$ cat src/hdl/esczw_pkg.sv
// ----------------------------------------------------------------------------
// esczw_pkg
// Byte codes, configuration indexes and character class helpers for the
// escape sequence zero-width marker.
// ----------------------------------------------------------------------------
package esczw_pkg;

    typedef logic [7:0] t_byte;
    typedef logic       t_cfg_idx;

    localparam t_cfg_idx CFG_START_MARKER = 1'b0;
    localparam t_cfg_idx CFG_END_MARKER   = 1'b1;

    localparam t_byte START_MARKER_RST = 8'h01;
    localparam t_byte END_MARKER_RST   = 8'h02;

    localparam t_byte CH_BEL  = 8'h07;
    localparam t_byte CH_TAB  = 8'h09;
    localparam t_byte CH_LF   = 8'h0A;
    localparam t_byte CH_CR   = 8'h0D;
    localparam t_byte CH_ESC  = 8'h1B;
    localparam t_byte CH_DEL  = 8'h7F;
    localparam t_byte CH_LBRK = 8'h5B;
    localparam t_byte CH_RBRK = 8'h5D;
    localparam t_byte CH_BSL  = 8'h5C;
    localparam t_byte CH_DCS  = 8'h50;
    localparam t_byte CH_SOS  = 8'h58;
    localparam t_byte CH_PM   = 8'h5E;
    localparam t_byte CH_APC  = 8'h5F;

    function automatic logic is_letter(input t_byte c);
        return ((c >= 8'h41) && (c <= 8'h5A)) || ((c >= 8'h61) && (c <= 8'h7A));
    endfunction

    function automatic logic is_ctrl(input t_byte c);
        return (c <= 8'h1F) || (c == CH_DEL);
    endfunction

    function automatic logic is_kept_ctrl(input t_byte c);
        return (c == CH_BEL) || (c == CH_ESC) || (c == CH_LF) || (c == CH_CR) ||
               (c == CH_TAB);
    endfunction

    function automatic logic is_string_intro(input t_byte c);
        return (c == CH_DCS) || (c == CH_SOS) || (c == CH_PM) || (c == CH_APC);
    endfunction

endpackage

$ cat src/hdl/escape_sequence_zero_width_marker_top.sv
// ----------------------------------------------------------------------------
// escape_sequence_zero_width_marker_top
// Brackets terminal escape sequences and stray control bytes of a prompt
// stream with start and end marker bytes.
// ----------------------------------------------------------------------------
// the first result of a byte appears in the cycle after its input transfer
// throughput: one byte per cycle while each byte yields one result and the
//   receiver is ready; a byte that yields 1 to 3 results holds the output
//   port while the three-entry result buffer drains one entry per ready cycle
// reset: synchronous active low; clears parser flags, empties the result buffer,
//   markers return to 0x01 (start) and 0x02 (end)
module escape_sequence_zero_width_marker_top (
    input  logic                      i_clk,
    input  logic                      i_rst_n,
    // slave side: tdata = char_byte[7:0]; tlast = last_of_string
    input  logic                      i_s_tvalid,
    output logic                      o_s_tready,
    input  esczw_pkg::t_byte          i_s_tdata,
    input  logic                      i_s_tlast,
    // master side: tdata = out_byte[7:0]; tlast = last_of_run;
    // tuser = string_done
    output logic                      o_m_tvalid,
    input  logic                      i_m_tready,
    output esczw_pkg::t_byte          o_m_tdata,
    output logic                      o_m_tlast,
    output logic                      o_m_tuser,
    // configuration write channel
    input  logic                      i_cfg_valid,
    output logic                      o_cfg_ready,
    input  esczw_pkg::t_cfg_idx       i_cfg_addr,
    input  esczw_pkg::t_byte          i_cfg_data
);
    import esczw_pkg::*;

    t_byte       r_start;
    t_byte       r_end;

    logic        r_ae, r_cs, r_os, r_sc, r_te, r_ro;
    logic        n_ae, n_cs, n_os, n_sc, n_te, n_ro;

    t_byte       r_buf [0:2];
    t_byte       n_buf [0:2];
    logic [1:0]  r_rem;
    logic [1:0]  n_cnt;
    logic        r_str;

    logic        done;
    logic        s_xfer;
    logic        m_xfer;
    t_byte       c;

    assign c           = i_s_tdata;
    assign o_cfg_ready = 1'b1;
    assign o_m_tvalid  = (r_rem != 2'd0);
    assign o_m_tdata   = r_buf[0];
    assign o_m_tlast   = (r_rem == 2'd1);
    assign o_m_tuser   = (r_rem == 2'd1) && r_str;
    assign m_xfer      = o_m_tvalid && i_m_tready;
    // take a new byte once the buffer empties in this cycle
    assign o_s_tready  = (r_rem == 2'd0) || ((r_rem == 2'd1) && i_m_tready);
    assign s_xfer      = i_s_tvalid && o_s_tready;

    always_comb begin
        n_ae  = r_ae;
        n_cs  = r_cs;
        n_os  = r_os;
        n_sc  = r_sc;
        n_te  = r_te;
        n_ro  = r_ro;
        n_buf = '{default: '0};
        n_cnt = 2'd0;
        done  = 1'b0;

        if (c == CH_ESC) begin
            n_ae = 1'b1;
            if (!n_ro) begin
                n_buf[n_cnt] = r_start;
                n_cnt = n_cnt + 2'd1;
            end
            n_ro = 1'b1;
        end
        if (n_ae && (c == CH_LBRK)) begin
            n_ae = 1'b0;
            n_cs = 1'b1;
        end
        if (n_ae && (c == CH_RBRK)) begin
            n_ae = 1'b0;
            n_os = 1'b1;
            n_sc = 1'b1;
        end
        if (n_ae && is_string_intro(c)) begin
            n_ae = 1'b0;
            n_sc = 1'b1;
        end
        // esc + letter closes with an end marker but leaves the run open
        if (n_ae && is_letter(c)) begin
            n_buf[n_cnt] = c;
            n_cnt = n_cnt + 2'd1;
            n_buf[n_cnt] = r_end;
            n_cnt = n_cnt + 2'd1;
            n_ae = 1'b0;
            done = 1'b1;
        end
        if (!done && is_ctrl(c) && !is_kept_ctrl(c)) begin
            if (!n_ro) begin
                n_buf[n_cnt] = r_start;
                n_cnt = n_cnt + 2'd1;
            end
            n_ro = 1'b1;
        end
        if (!done && n_cs && is_letter(c)) begin
            n_buf[n_cnt] = c;
            n_cnt = n_cnt + 2'd1;
            n_buf[n_cnt] = r_end;
            n_cnt = n_cnt + 2'd1;
            n_cs = 1'b0;
            n_ro = 1'b0;
            done = 1'b1;
        end
        if (!done && n_os && (c == CH_BEL)) begin
            n_buf[n_cnt] = c;
            n_cnt = n_cnt + 2'd1;
            n_buf[n_cnt] = r_end;
            n_cnt = n_cnt + 2'd1;
            n_os = 1'b0;
            n_sc = 1'b0;
            n_ro = 1'b0;
            done = 1'b1;
        end
        // string terminator: esc flag deliberately kept after the backslash
        if (!done && n_te) begin
            if (c == CH_BSL) begin
                n_buf[n_cnt] = c;
                n_cnt = n_cnt + 2'd1;
                n_buf[n_cnt] = r_end;
                n_cnt = n_cnt + 2'd1;
                n_sc = 1'b0;
                n_ro = 1'b0;
                done = 1'b1;
            end else begin
                n_te = 1'b0;
            end
        end
        if (!done) begin
            if (n_sc && (c == CH_ESC)) begin
                n_te = 1'b1;
            end
            n_buf[n_cnt] = c;
            n_cnt = n_cnt + 2'd1;
        end
        if (i_s_tlast) begin
            if (n_ro) begin
                n_buf[n_cnt] = r_end;
                n_cnt = n_cnt + 2'd1;
            end
            n_ae = 1'b0;
            n_cs = 1'b0;
            n_os = 1'b0;
            n_sc = 1'b0;
            n_te = 1'b0;
            n_ro = 1'b0;
        end
    end

    always_ff @(posedge i_clk) begin
        if (!i_rst_n) begin
            r_start <= START_MARKER_RST;
            r_end   <= END_MARKER_RST;
            r_ae    <= 1'b0;
            r_cs    <= 1'b0;
            r_os    <= 1'b0;
            r_sc    <= 1'b0;
            r_te    <= 1'b0;
            r_ro    <= 1'b0;
            r_rem   <= 2'd0;
            r_str   <= 1'b0;
        end else begin
            if (i_cfg_valid) begin
                unique case (i_cfg_addr)
                    CFG_START_MARKER: r_start <= i_cfg_data;
                    CFG_END_MARKER:   r_end   <= i_cfg_data;
                    default:          r_start <= r_start;
                endcase
            end
            if (s_xfer) begin
                r_ae  <= n_ae;
                r_cs  <= n_cs;
                r_os  <= n_os;
                r_sc  <= n_sc;
                r_te  <= n_te;
                r_ro  <= n_ro;
                r_rem <= n_cnt;
                r_str <= i_s_tlast;
            end else if (m_xfer) begin
                r_rem <= r_rem - 2'd1;
            end
        end
    end

    // result buffer payload, shifts toward the head on each output transfer
    always_ff @(posedge i_clk) begin
        if (s_xfer) begin
            r_buf <= n_buf;
        end else if (m_xfer) begin
            r_buf[0] <= r_buf[1];
            r_buf[1] <= r_buf[2];
        end
    end

endmodule

$ cat config.mk
export PLATFORM = sky130hd
export DESIGN_NAME = escape_sequence_zero_width_marker_top
export DESIGN_NICKNAME = d
export VERILOG_FILES = /design/src/hdl/esczw_pkg.sv /design/src/hdl/escape_sequence_zero_width_marker_top.sv
export SDC_FILE = /design/constraint.sdc
export NUM_CORES = 1
export LEC_CHECK = 0
export BUFFER_PORTS_ARGS = -buffer_cell sky130_fd_sc_hd__buf_2
export CAP_MARGIN = 20
export CORE_MARGIN = 5
export CORE_UTILIZATION = 55
export DETAILED_ROUTE_END_ITERATION = 10
export GPL_ROUTABILITY_DRIVEN = 0
export PLACE_DENSITY = 0.88
export SYNTH_ARGS = -nofsm -noshare
export SYNTH_HDL_FRONTEND = slang
export SYNTH_SLANG_ARGS = --single-unit
$ cat constraint.sdc
create_clock -name i_clk -period 4.69 [get_ports i_clk]
set_clock_uncertainty 0.1 [all_clocks]
set_input_delay 0.938 -clock i_clk [delete_from_list [all_inputs] [get_ports i_clk]]
set_output_delay 0.938 -clock i_clk [all_outputs]
set_load 0.02 [all_outputs]
======== Yosys cells after proc, flatten, opt, wreduce, memory -nomap -nowiden ========
Cells that the tools add are included.
word-level totals
  register bits after elaboration ......... 49
  bits of input ports ..................... 23
  word-level logic and storage cells ...... 222
cells by class
  add/subtract/negate cells ............... 12
  magnitude comparators ................... 27
  equal/unequal tests ..................... 14
  multiplexer cells ....................... 96
  bitwise gates (word level) .............. 12
  reduce and logical (&&, ||, !) cells .... 48
operator list
  cell                   number
  $bwmux W24             11
  $mux W24               10
  $demux W8 S2           11
  $mux W8                13
  $eq A8 B7 Y1 const B   8
  $mux W1                37
  $ge A3 B3 Y1 const B   11
  $lt A3 B1 Y1 const B   11
  $not A2 Y3             11
  $mux W16               2
  $logic_and A1 B1 Y1    29
  $eq A8 B4 Y1 const B   3
  $mux W2                12
  $add A2 B1 Y2 const B  11
  $ge A8 B7 Y1 const B   2
  $le A8 B7 Y1 const B   2
  $logic_or A1 B1 Y1     10
  $eq A8 B3 Y1 const B   1
  $eq A8 B5 Y1 const B   1
  $le A8 B5 Y1 const B   1
  $logic_not A1 Y1       4
  $reduce_and A2 Y1      2
  $reduce_bool A2 Y1     2
  $eq A2 B1 Y1 const B   1
  other kinds (3)        3

======== Logic depth before layout (Yosys ltp) ========
Gate-level depths: netlist of the first run.
  depth in word-level cells ............... 35
  mapped depth ............................ 17
  mapped depth without buffers ............ 14

======== Worst setup path after synthesis of the first run ========
No wires, ideal clock.
  kind .................................... input-to-reg
  from .................................... input port i_s_tdata[6]
  to ...................................... register r_buf[10] (netlist bit), data pin
  library setup time ...................... 152 ps
  arrival ................................. 3878 ps
  slack ................................... 560 ps
  cell stages on the path ................. 17
  path buffers ............................ 3
  path through ............................ buf_2 or3_4 or3_1 buf_2 a31oi_2 inv_1 ha_1 nand2_1 nand2_1 ha_1 nand2_1 inv_1 ha_1 and4_4 buf_6 a211o_1 a31oi_1
on the way
  cells in the longest elaborated chain, start to end .. 35
  elaborated cells on any way between the ends .. 168
  classes of those cells .................. add/sub: 10; order compare: 27; eq/ne: 13; mux: 70; bitwise: 11; reduce/logical: 37
RTL lines
  element                                                 RTL line                                      source
  start: declaration                                      escape_sequence_zero_width_marker_top.sv:18   input esczw_pkg::t_byte i_s_tdata,
  branches (longest 33 deep; another with $add A2 B1 Y2)  n/a
  $mux W24 (*)                                            escape_sequence_zero_width_marker_top.sv:151  if (i_s_tlast) begin
  $mux W16 (*)                                            escape_sequence_zero_width_marker_top.sv:202  if (s_xfer) begin
  end signal: assignment                                  escape_sequence_zero_width_marker_top.sv:203  r_buf <= n_buf;
  end: declaration                                        escape_sequence_zero_width_marker_top.sv:41   t_byte r_buf [0:2];
Every way passes the cells marked *.
A chain may end at the register's enable or synchronous reset.

======== Worst setup path in the final report of the first run ========
  from .................................... input port i_s_tdata[7]
  to ...................................... register r_buf[14] (netlist bit), data pin
The elaborated chain is that of the path after synthesis.

==> results.sh, run 1 <==
export IMPL_postCtsHoldBufs=0
export IMPL_tightest_slew_ps=864.0
export IMPL_dp_hpwl_um=5608
export IMPL_syn_area_um2=3278
export IMPL_crit_buf_inv=3
export IMPL_yosys_area_share_adder_pct=3.435
export IMPL_synthArstFlopShare_pct=0
export IMPL_grt_pass1_wl_um=12650
export IMPL_synth_simple_gate_area_share_pct=25.34
export IMPL_power_mw=1.135
export IMPL_worstPathArrival_ps=4350
export IMPL_htreeDepth=2
export IMPL_start_kind="input pin"
export IMPL_finish_utilization_pct=59.02
export IMPL_clk_latency_ps=310
export IMPL_routedWlPerCell_um=16.66
export IMPL_postRouteAntennaNets=0
export IMPL_cts_tree="yes"
export IMPL_synthMuxAreaShare_pct=2.824
export IMPL_synth_edf_count=24
export IMPL_die_w_um=87.20
export IMPL_crit_family="simple AND/OR/NAND/NOR gates"
export IMPL_ios=36
export IMPL_area_delta_synth_final_pct=5.343
export IMPL_post_cts_resized=0
export IMPL_r2r_end="r_buf[14]"
export IMPL_hold_class="reg2reg"
export IMPL_grt_antenna_before_repair=0
export IMPL_synth_ff_type="dfxtp_1"
export IMPL_synth_xor_area_share_pct=0
export IMPL_start_util_pct=56.03
export IMPL_max_freq_mhz=231.0
export IMPL_dieArea_um2=7604
export IMPL_crit_slowest_cell="or3_1"
export IMPL_rows=28
export IMPL_ys_ff_latch=49
export IMPL_hp_start="r_str"
export IMPL_status="completed"
export IMPL_rrSetupSlack_ps=1410
export IMPL_ys_seq_area_share_pct=37.25
export IMPL_cts_root_buf="clkbuf_8"
export IMPL_hold_path_cell_count=2
export IMPL_crit_chain="buf_2, or3_4, or3_1, a31oi_2, inv_1, ha_1, nand2_1, nand2_1, ha_1, nand2_1, inv_1, ha_1, and4_4, nor3_1, o32ai_1"
export IMPL_fin_setup_tns_ps=0
export IMPL_ir_drop_uv=188.0
export IMPL_vias=2961
export IMPL_hold_violations=0
export IMPL_grt_total_usage_pct=20.83
export IMPL_clkTransAtPathRegs_ps=90
export IMPL_grt_overflow_total=0
export IMPL_cts_sinks=49
export IMPL_core_area_um2=5851
export IMPL_cts_setup_buffers=0
export IMPL_path_depth=15
export IMPL_nNetsFinal=414
export IMPL_holdPathEnd="r_str"
export IMPL_setup_violations_final=0
export IMPL_relSlewSlack_pct=42.33
export IMPL_endpoint_kind="flop"
export IMPL_pre_cts_slack_ps=150.7
export IMPL_drt_iter0_drc=442
export IMPL_layout_min_cycle_time_ps=4330
export IMPL_max_stage_delay_ps=510
export IMPL_reg2reg_depth=12
export IMPL_path_class="in2reg"
export IMPL_synth_cell_types=70
export IMPL_period_share_pct=92.32
export IMPL_syn_area_per_cell_um2=8.695
export IMPL_die_y_um=87.20
export IMPL_synth_top_family_by_area="simple AND/OR/NAND/NOR gates"
export IMPL_route_detailed_drc=0
export IMPL_syn_num_nets=409
export IMPL_cp_max_fo=12
export IMPL_grt_pass1_vias=2655
export IMPL_synth_compound_area_share_pct=23.09
export IMPL_holdWs_ps=363.5
export IMPL_nFillCells=475
export IMPL_grt_max_degree=33
export IMPL_cts_buffers=5
export IMPL_synthCells=377
export IMPL_layout_setup_ws_ps=360.2
export IMPL_viasPerCell=6.465
export IMPL_ctsLongestPathBuffers=2
export IMPL_drt_first_pass_iters=5
export IMPL_drive_gt1_share_pct=16.19
export IMPL_reg2reg_from="r_te"
export IMPL_powerDensity_nw_per_um2=328.6
export IMPL_yosysWarnings=0
export IMPL_port_buffers=34
export IMPL_rsz0062_at_grt="false"
export IMPL_drt_wl_total_um=7629
export IMPL_cellLeakagePower_nw=1.369
export IMPL_finalMaxSlewViolations=0
export IMPL_cap_violations=0
export IMPL_worstPathRequired_ps=4710
export IMPL_antenna_diode_count=0
==> cell type report <==
| class | instances | area (um2) | area share [%] |
|---|---|---|---|
| inverters | 11 | 41.29 | 1.196 |
| flip-flops and latches | 49 | 1221 | 35.36 |
| clock inverters | 2 | 13.76 | 0.3986 |
| well taps | 75 | 93.84 | 2.717 |
| multi-input cells | 278 | 1797 | 52.03 |
| repair buffers | 37 | 192.7 | 5.580 |
| clock buffers | 6 | 93.84 | 2.717 |
==> synthesized netlist by cell type, drive strengths merged, types with 9 or more instances <==
cell type,count,share of area (%)
a21boi,17,3.9
a31oi,17,3.4
buf,24,4.9
clkbuf,15,1.8
dfxtp,25,15
edfxtp,24,22
ha,9,3.4
inv,11,1.3
nand2,56,6.4
nand3,26,4.0
nand4,13,3.1
nor2,28,3.3
o21ai,10,1.5
==> worst max-delay path by stage <==
stage	from	endpoint	slack [ps]
4_1_cts	i_s_tdata[7]	r_buf[14]	440
3_3_place_gp	i_s_tdata[7]	r_buf[13]	320
3_5_place_dp	i_s_tdata[7]	r_buf[14]	150
6_report	i_s_tdata[7]	r_buf[14]	360
5_1_grt	i_s_tdata[7]	r_buf[13]	220
2_1_floorplan	i_s_tdata[6]	r_buf[10]	560
==> routing by layer <==
layer,vias up,GRT usage [%],routed length [um]
li1,1395,-,-
met1,1347,27.48,3099
met2,185,33.06,3497
met3,34,4.447,770
met4,0,8.787,262
met5,-,0,0
==> power by group <==
group / switching, mW / internal (mW) / total, mW
Combinational: 0.195 / 0.102 / 0.297
Clock: 0.145 / 0.138 / 0.284
Sequential: 0.0246 / 0.530 / 0.554
Total: 0.365 / 0.770 / 1.13
==> logic make-up after synthesis <==
family / Yosys count
AO/OA/AOI/OAI: 96
multiplexers: 9
adder cells (fa/ha/maj): 9
flip-flops: 49
other: 1
AND/OR/NAND/NOR: 163
buffers and inverters: 50
==> worst reg2reg max path, delay by kind of cell, from the launching register on <==
kind / cells / cell delay [ps]
simple gates: 7 / 1540
fa+ha+maj: 2 / 490
compound gates: 2 / 520
flops: 1 / 320
buf+inv: 1 / 140
==> state kept, by name, indices dropped and copies added (netlist names) <==
signal     count
r_ae           1
r_os           1
r_sc           1
r_str          1
r_rem          2
r_end          8
r_start        8
r_ro           1
r_te           1
r_buf         16
o_m_tdata      8
r_cs           1
==> metrics by stage <==
stage,std cells,instance area [um2]
after floorplan,377,3278
after global placement,450,3346
after detailed placement,450,3346
after CTS,458,3453
after global routing,458,3453
final,458,3453
==> placed cells by master (no fill, tap or decap), drive strengths merged, types with 5 or more instances in the layout <==
| cell | instances |
|---|---|
| nand2 | 56 |
| buf | 37 |
| nor2 | 28 |
| nand3 | 26 |
| dfxtp | 25 |
| edfxtp | 24 |
| a31oi | 17 |
| a21boi | 17 |
| nand4 | 13 |
| inv | 12 |
| o21ai | 10 |
| ha | 9 |
| a22o | 7 |
| mux2i | 7 |
| a211o | 7 |
| nor2b | 6 |
| clkbuf | 6 |
| nor3 | 5 |
| nand2b | 5 |
| a22oi | 5 |
Power figures use the tool's default switching activity.
==> inputs of run 2 (changes only) <==
--- a/config.mk
+++ b/config.mk
@@ -5,13 +5,14 @@
 export SDC_FILE = /design/constraint.sdc
 export NUM_CORES = 1
 export LEC_CHECK = 0
+export ABC_AREA = 1
 export BUFFER_PORTS_ARGS = -buffer_cell sky130_fd_sc_hd__buf_2
 export CAP_MARGIN = 20
 export CORE_MARGIN = 5
 export CORE_UTILIZATION = 55
 export DETAILED_ROUTE_END_ITERATION = 10
 export GPL_ROUTABILITY_DRIVEN = 0
-export PLACE_DENSITY = 0.88
+export PLACE_DENSITY_LB_ADDON = 0.12
 export SYNTH_ARGS = -nofsm -noshare
 export SYNTH_HDL_FRONTEND = slang
 export SYNTH_SLANG_ARGS = --single-unit
==> run 2 against run 1 <==
- sequential share of layout area fell by 2.9 points
- first-iteration DRC count fell by 25%
- fmax rose by 2.0%
- combinational power rose by 63%
- register-to-register slack got worse by 120 ps
- critical endpoint is now r_buf[11]
- sequential power rose by 16%
- via count rose by 20%
- clock power fell by 8.8%
- global-route usage rose by 2.3 points
==> results.sh, run 2 <==
export IMPL_status="completed"
export IMPL_syn_area_um2=3545
export IMPL_clkTransAtPathRegs_ps=90
export IMPL_layout_min_cycle_time_ps=4243
export IMPL_cts_buffers=5
export IMPL_grt_pass1_wl_um=15800
export IMPL_rows=29
export IMPL_core_area_um2=6314
export IMPL_vias=3550
export IMPL_antenna_diode_count=0
export IMPL_mostFrequentLayoutCells="154 x nand2_1, 55 x inv_1, 48 x o21ai_0"
export IMPL_netlist_top_cell_by_area="edfxtp_1"
export IMPL_tightest_slew_ps=858.3
export IMPL_max_freq_mhz=235.7
export IMPL_cts_setup_buffers=0
export IMPL_port_buffers=34
export IMPL_ctsLongestPathBuffers=2
export IMPL_layout_setup_ws_ps=446.7
export IMPL_synth_common_cells="154 x nand2_1, 55 x inv_1, 48 x o21ai_0"
export IMPL_grt_antenna_before_repair=0
export IMPL_area_delta_synth_final_pct=6.036
export IMPL_drive_gt1_share_pct=14.39
export IMPL_power_mw=1.386
export IMPL_yosysWarnings=0
export IMPL_hold_path_cell_count=2
export IMPL_cts_root_buf="clkbuf_8"
export IMPL_endpoint_kind="flop"
export IMPL_drt_first_pass_iters=5
export IMPL_worstPathArrival_ps=4210
export IMPL_cellLeakagePower_nw=1.842
export IMPL_cp_max_fo=15
export IMPL_fin_setup_tns_ps=0
export IMPL_grt_total_usage_pct=23.12
export IMPL_grt_overflow_total=0
export IMPL_routedWlPerCell_um=15.35
export IMPL_ir_drop_uv=281.0
export IMPL_synthCells=521
export IMPL_postCtsHoldBufs=0
export IMPL_dieArea_um2=8150
export IMPL_dp_hpwl_um=7229
export IMPL_die_y_um=90.28
export IMPL_reg2reg_depth=19
export IMPL_layout_commonest_cell="nand2_1"
export IMPL_start_kind="input pin"
export IMPL_relSlewSlack_pct=42.72
export IMPL_ys_ff_latch=49
export IMPL_path_class="in2reg"
export IMPL_rsz0062_at_grt="false"
export IMPL_yosys_top_cells_area="edfxtp_1 20%, nand2_1 16%, dfxtp_1 14%"
export IMPL_nFillCells=622
export IMPL_drt_iter0_drc=332
export IMPL_cts_tree="yes"
export IMPL_die_w_um=90.28
export IMPL_route_detailed_drc=0
export IMPL_ys_seq_area_share_pct=34.45
export IMPL_nNetsFinal=573
export IMPL_largest_register_ffs=16
export IMPL_powerDensity_nw_per_um2=368.7
export IMPL_post_cts_resized=0
export IMPL_grt_pass1_vias=3319
export IMPL_yosysMostFrequentCell="nand2_1"
export IMPL_hold_violations=0
export IMPL_cts_sinks=49
export IMPL_setup_violations_final=0
export IMPL_synth_ff_type="dfxtp_1"
export IMPL_pre_cts_slack_ps=191.0
export IMPL_place_area_um2=3672
export IMPL_regMostFlops="r_buf"
export IMPL_finalMaxSlewViolations=0
export IMPL_ios=36
export IMPL_postRouteAntennaNets=0
export IMPL_synth_cell_types=32
export IMPL_start_util_pct=56.14
export IMPL_htreeDepth=2
export IMPL_synth_edf_count=24
export IMPL_clk_latency_ps=310
export IMPL_cap_violations=0
export IMPL_hold_class="reg2reg"
export IMPL_viasPerCell=5.735
export IMPL_drt_wl_total_um=9503
export IMPL_synth_top_cell_area_share_pct=20.33
export IMPL_period_share_pct=90.47
export IMPL_synthArstFlopShare_pct=0
export IMPL_grt_max_degree=28
export IMPL_fin_area_um2=3759
export IMPL_syn_area_per_cell_um2=6.804
export IMPL_syn_num_nets=553
export IMPL_worstPathRequired_ps=4660
## run 2: path summary, 6_finish.rpt
| kind | startpoint | to | slack [ps] |
|---|---|---|---|
| min reg2reg | r_sc | r_sc | 380 |
| max | i_s_tdata[2] | r_buf[11] | 450 |
| max reg2reg | r_ae | r_buf[11] | 1290 |
| min | r_sc | r_sc | 380 |
## run 2: logic make-up after synthesis
kind of cell	Yosys count	share of synthesized area, %
flops	49	34.45
fa+ha+maj	9	3.177
compound gates	106	16.41
simple gates	273	35.16
buf+inv	83	10.70
other cells	1	0.1058
## run 2: layer usage
metal / share of wire (%) / GRT usage [%] / vias to the layer above
met4: 4.0 / 10.67 / 0
met2: 42 / 34.21 / 221
li1: - / - / 1730
met1: 45 / 31.91 / 1560
met3: 9.0 / 5.333 / 39
met5: 0 / 0 / -
## run 2: area by class of cell
type | instances | area (um2) | share of cell area (%)
Tap cell | 77 | 96.34 | 2.563
Clock buffer | 6 | 72.57 | 1.931
Multi-Input combinational cell | 389 | 1944 | 51.73
Inverter | 60 | 225.2 | 5.992
Clock inverter | 2 | 13.76 | 0.3662
Timing Repair Buffer | 36 | 185.2 | 4.927
Sequential cell | 49 | 1221 | 32.49
## run 2: power breakdown
part	internal [mW]	switching (mW)	leakage [nW]
logic	0.149	0.335	1.35
clock network	0.107	0.153	0.0456
registers	0.602	0.0413	0.447
total	0.857	0.528	1.84
## run 2: per-stage QoR
step | hold WS [ps] | utilization [%] | std cells
finish | 379.9 | 59.53 | 619
global route | 413.0 | 59.53 | 619
floorplan | 341.9 | - | 521
global placement | 354.5 | 58.16 | 611
detailed placement | 362.3 | 58.16 | 611
CTS | 376.8 | 59.53 | 619
## run 2: critical path, cell delays in order
cell and delay (ps):
buf_2 170, inv_2 130, nand2_1 110, nor2_4 140, nand2_4 90, nand2_4 90, nand3_2 90, inv_1 100
nand2_2 150, ha_1 330, nand2_1 90, o21ai_0 90, nor2_1 150, nand3_1 100, ha_1 300, inv_1 40
nor2_1 240, ha_1 250, nand3_4 210, o21ai_0 230, inv_1 60, nand2_1 60, nand2_1 60
==> inputs of run 3 (changes only) <==
--- a/config.mk
+++ b/config.mk
@@ -5,7 +5,6 @@
 export SDC_FILE = /design/constraint.sdc
 export NUM_CORES = 1
 export LEC_CHECK = 0
-export ABC_AREA = 1
 export BUFFER_PORTS_ARGS = -buffer_cell sky130_fd_sc_hd__buf_2
 export CAP_MARGIN = 20
 export CORE_MARGIN = 5
==> run 3 against run 2 <==
- sequential cell count did not move
- combinational power shrank 38%
- largest cell class unchanged
- highest routed layer unchanged
- clock power up 3%
- critical path type unchanged
- power decreased by 19%
- hold slack worse by 16 ps
- sequential power decreased by 14%
- clock-buffer cell count down 1
==> results.sh, run 3 (synthesized netlist as in run 1, its figures left out) <==
export IMPL_grt_overflow_total=0
export IMPL_dp_hpwl_um=5627
export IMPL_port_buffers=34
export IMPL_clk_latency_ps=320
export IMPL_cap_violations=0
export IMPL_drt_iter0_drc=314
export IMPL_post_cts_resized=0
export IMPL_grt_pass1_wl_um=13000
export IMPL_mostFrequentLayoutCells="56 x nand2_1, 34 x buf_2, 27 x nor2_1"
export IMPL_hold_class="reg2reg"
export IMPL_grt_antenna_before_repair=0
export IMPL_period_share_pct=90.99
export IMPL_cp_max_fo=12
export IMPL_relSlewSlack_pct=40.58
export IMPL_layout_min_cycle_time_ps=4267
export IMPL_crit_chain="buf_2, or3_4, or3_1, a31oi_2, inv_1, ha_1, nand2_1, nand2_1, ha_1, nand2_1, inv_1, ha_1, and4_4, nor3_1, o32ai_1"
export IMPL_cts_root_buf="clkbuf_8"
export IMPL_layout_commonest_cell="nand2_1"
export IMPL_path_class="in2reg"
export IMPL_cts_buffers=5
export IMPL_fin_area_um2=3446
export IMPL_die_y_um=87.20
export IMPL_core_area_um2=5851
export IMPL_setup_violations_final=0
export IMPL_drt_wl_total_um=7702
export IMPL_cts_tree="yes"
export IMPL_max_stage_delay_ps=510
export IMPL_dieArea_um2=7604
export IMPL_drive_gt1_share_pct=16.41
export IMPL_holdWs_ps=363.7
export IMPL_start_kind="input pin"
export IMPL_ir_drop_uv=211.0
export IMPL_vias=2857
export IMPL_route_detailed_drc=0
export IMPL_max_freq_mhz=234.3
export IMPL_finish_utilization_pct=58.90
export IMPL_grt_total_usage_pct=21.58
export IMPL_place_area_um2=3353
export IMPL_nNetsFinal=415
export IMPL_power_mw=1.118
export IMPL_ctsLongestPathBuffers=2
export IMPL_viasPerCell=6.224
export IMPL_fin_setup_tns_ps=0
export IMPL_powerDensity_nw_per_um2=324.5
export IMPL_htreeDepth=2
export IMPL_regMostFlops="r_buf"
export IMPL_largest_register_ffs=16
export IMPL_nFillCells=510
export IMPL_grt_pass1_vias=2626
export IMPL_hold_violations=0
export IMPL_die_w_um=87.20
export IMPL_crit_slowest_cell="or3_1"
export IMPL_worstPathRequired_ps=4730
export IMPL_grt_max_degree=33
export IMPL_postCtsHoldBufs=0
export IMPL_rsz0062_at_grt="false"
export IMPL_ios=36
export IMPL_status="completed"
export IMPL_cts_sinks=49
export IMPL_area_delta_synth_final_pct=5.114
export IMPL_clkTransAtPathRegs_ps=100
export IMPL_routedWlPerCell_um=16.78
export IMPL_drt_first_pass_iters=5
export IMPL_finalMaxSlewViolations=0
export IMPL_postRouteAntennaNets=0
export IMPL_worstPathArrival_ps=4300
export IMPL_tightest_slew_ps=890.4
export IMPL_cts_setup_buffers=0
export IMPL_endpoint_kind="flop"
export IMPL_start_util_pct=56.03
export IMPL_cellLeakagePower_nw=1.368
export IMPL_rows=28
export IMPL_antenna_diode_count=0
run 3: path summary, 6_finish.rpt:
check | start | slack, ps | cells past startpoint | to
worst max-delay path | i_s_tdata[7] | 420 | 15 | r_buf[13]
worst min-delay path | r_str | 360 | 2 | r_str
worst max register to register | r_ae | 1490 | 12 | r_buf[13]
worst min register to register | r_str | 360 | 2 | r_str
run 3: metal layers:
layer / GRT usage, % / part of all wire (%) / up-vias
met5: 0 / 0 / -
met4: 8.787 / 2.1 / 0
met3: 4.068 / 9.0 / 20
met2: 32.09 / 43 / 140
met1: 30.82 / 45 / 1296
li1: - / - / 1401
run 3: layout make-up:
type                            instances  area (um2)  share of cell area (%)
Multi-Input combinational cell        278        1797                   52.14
Sequential cell                        49        1221                   35.44
Timing Repair Buffer                   38       200.2                   5.810
Tap cell                               75       93.84                   2.723
Clock buffer                            5       68.82                   1.997
Inverter                               11       41.29                   1.198
Clock inverter                          3       23.77                  0.6899
run 3: stage by stage:
step | std cells | setup slack [ps]
after floorplan | 377 | 560.4
after detailed placement | 451 | 169.5
after global placement | 451 | 233.0
after CTS | 459 | 488.7
final | 459 | 422.7
after global routing | 459 | 270.7
run 3: report_power, final:
part	switching [mW]	internal [mW]
Clock	0.158	0.110
Combinational	0.195	0.102
Sequential	0.0230	0.529
run 3: worst max-delay path, delay by kind of cell:
| kind | cells | cell delay (ps) |
|---|---|---|
| buffers and inverters | 3 | 400 |
| adder cells (fa/ha/maj) | 3 | 830 |
| AO/OA/AOI/OAI | 2 | 570 |
| AND/OR/NAND/NOR | 7 | 1540 |
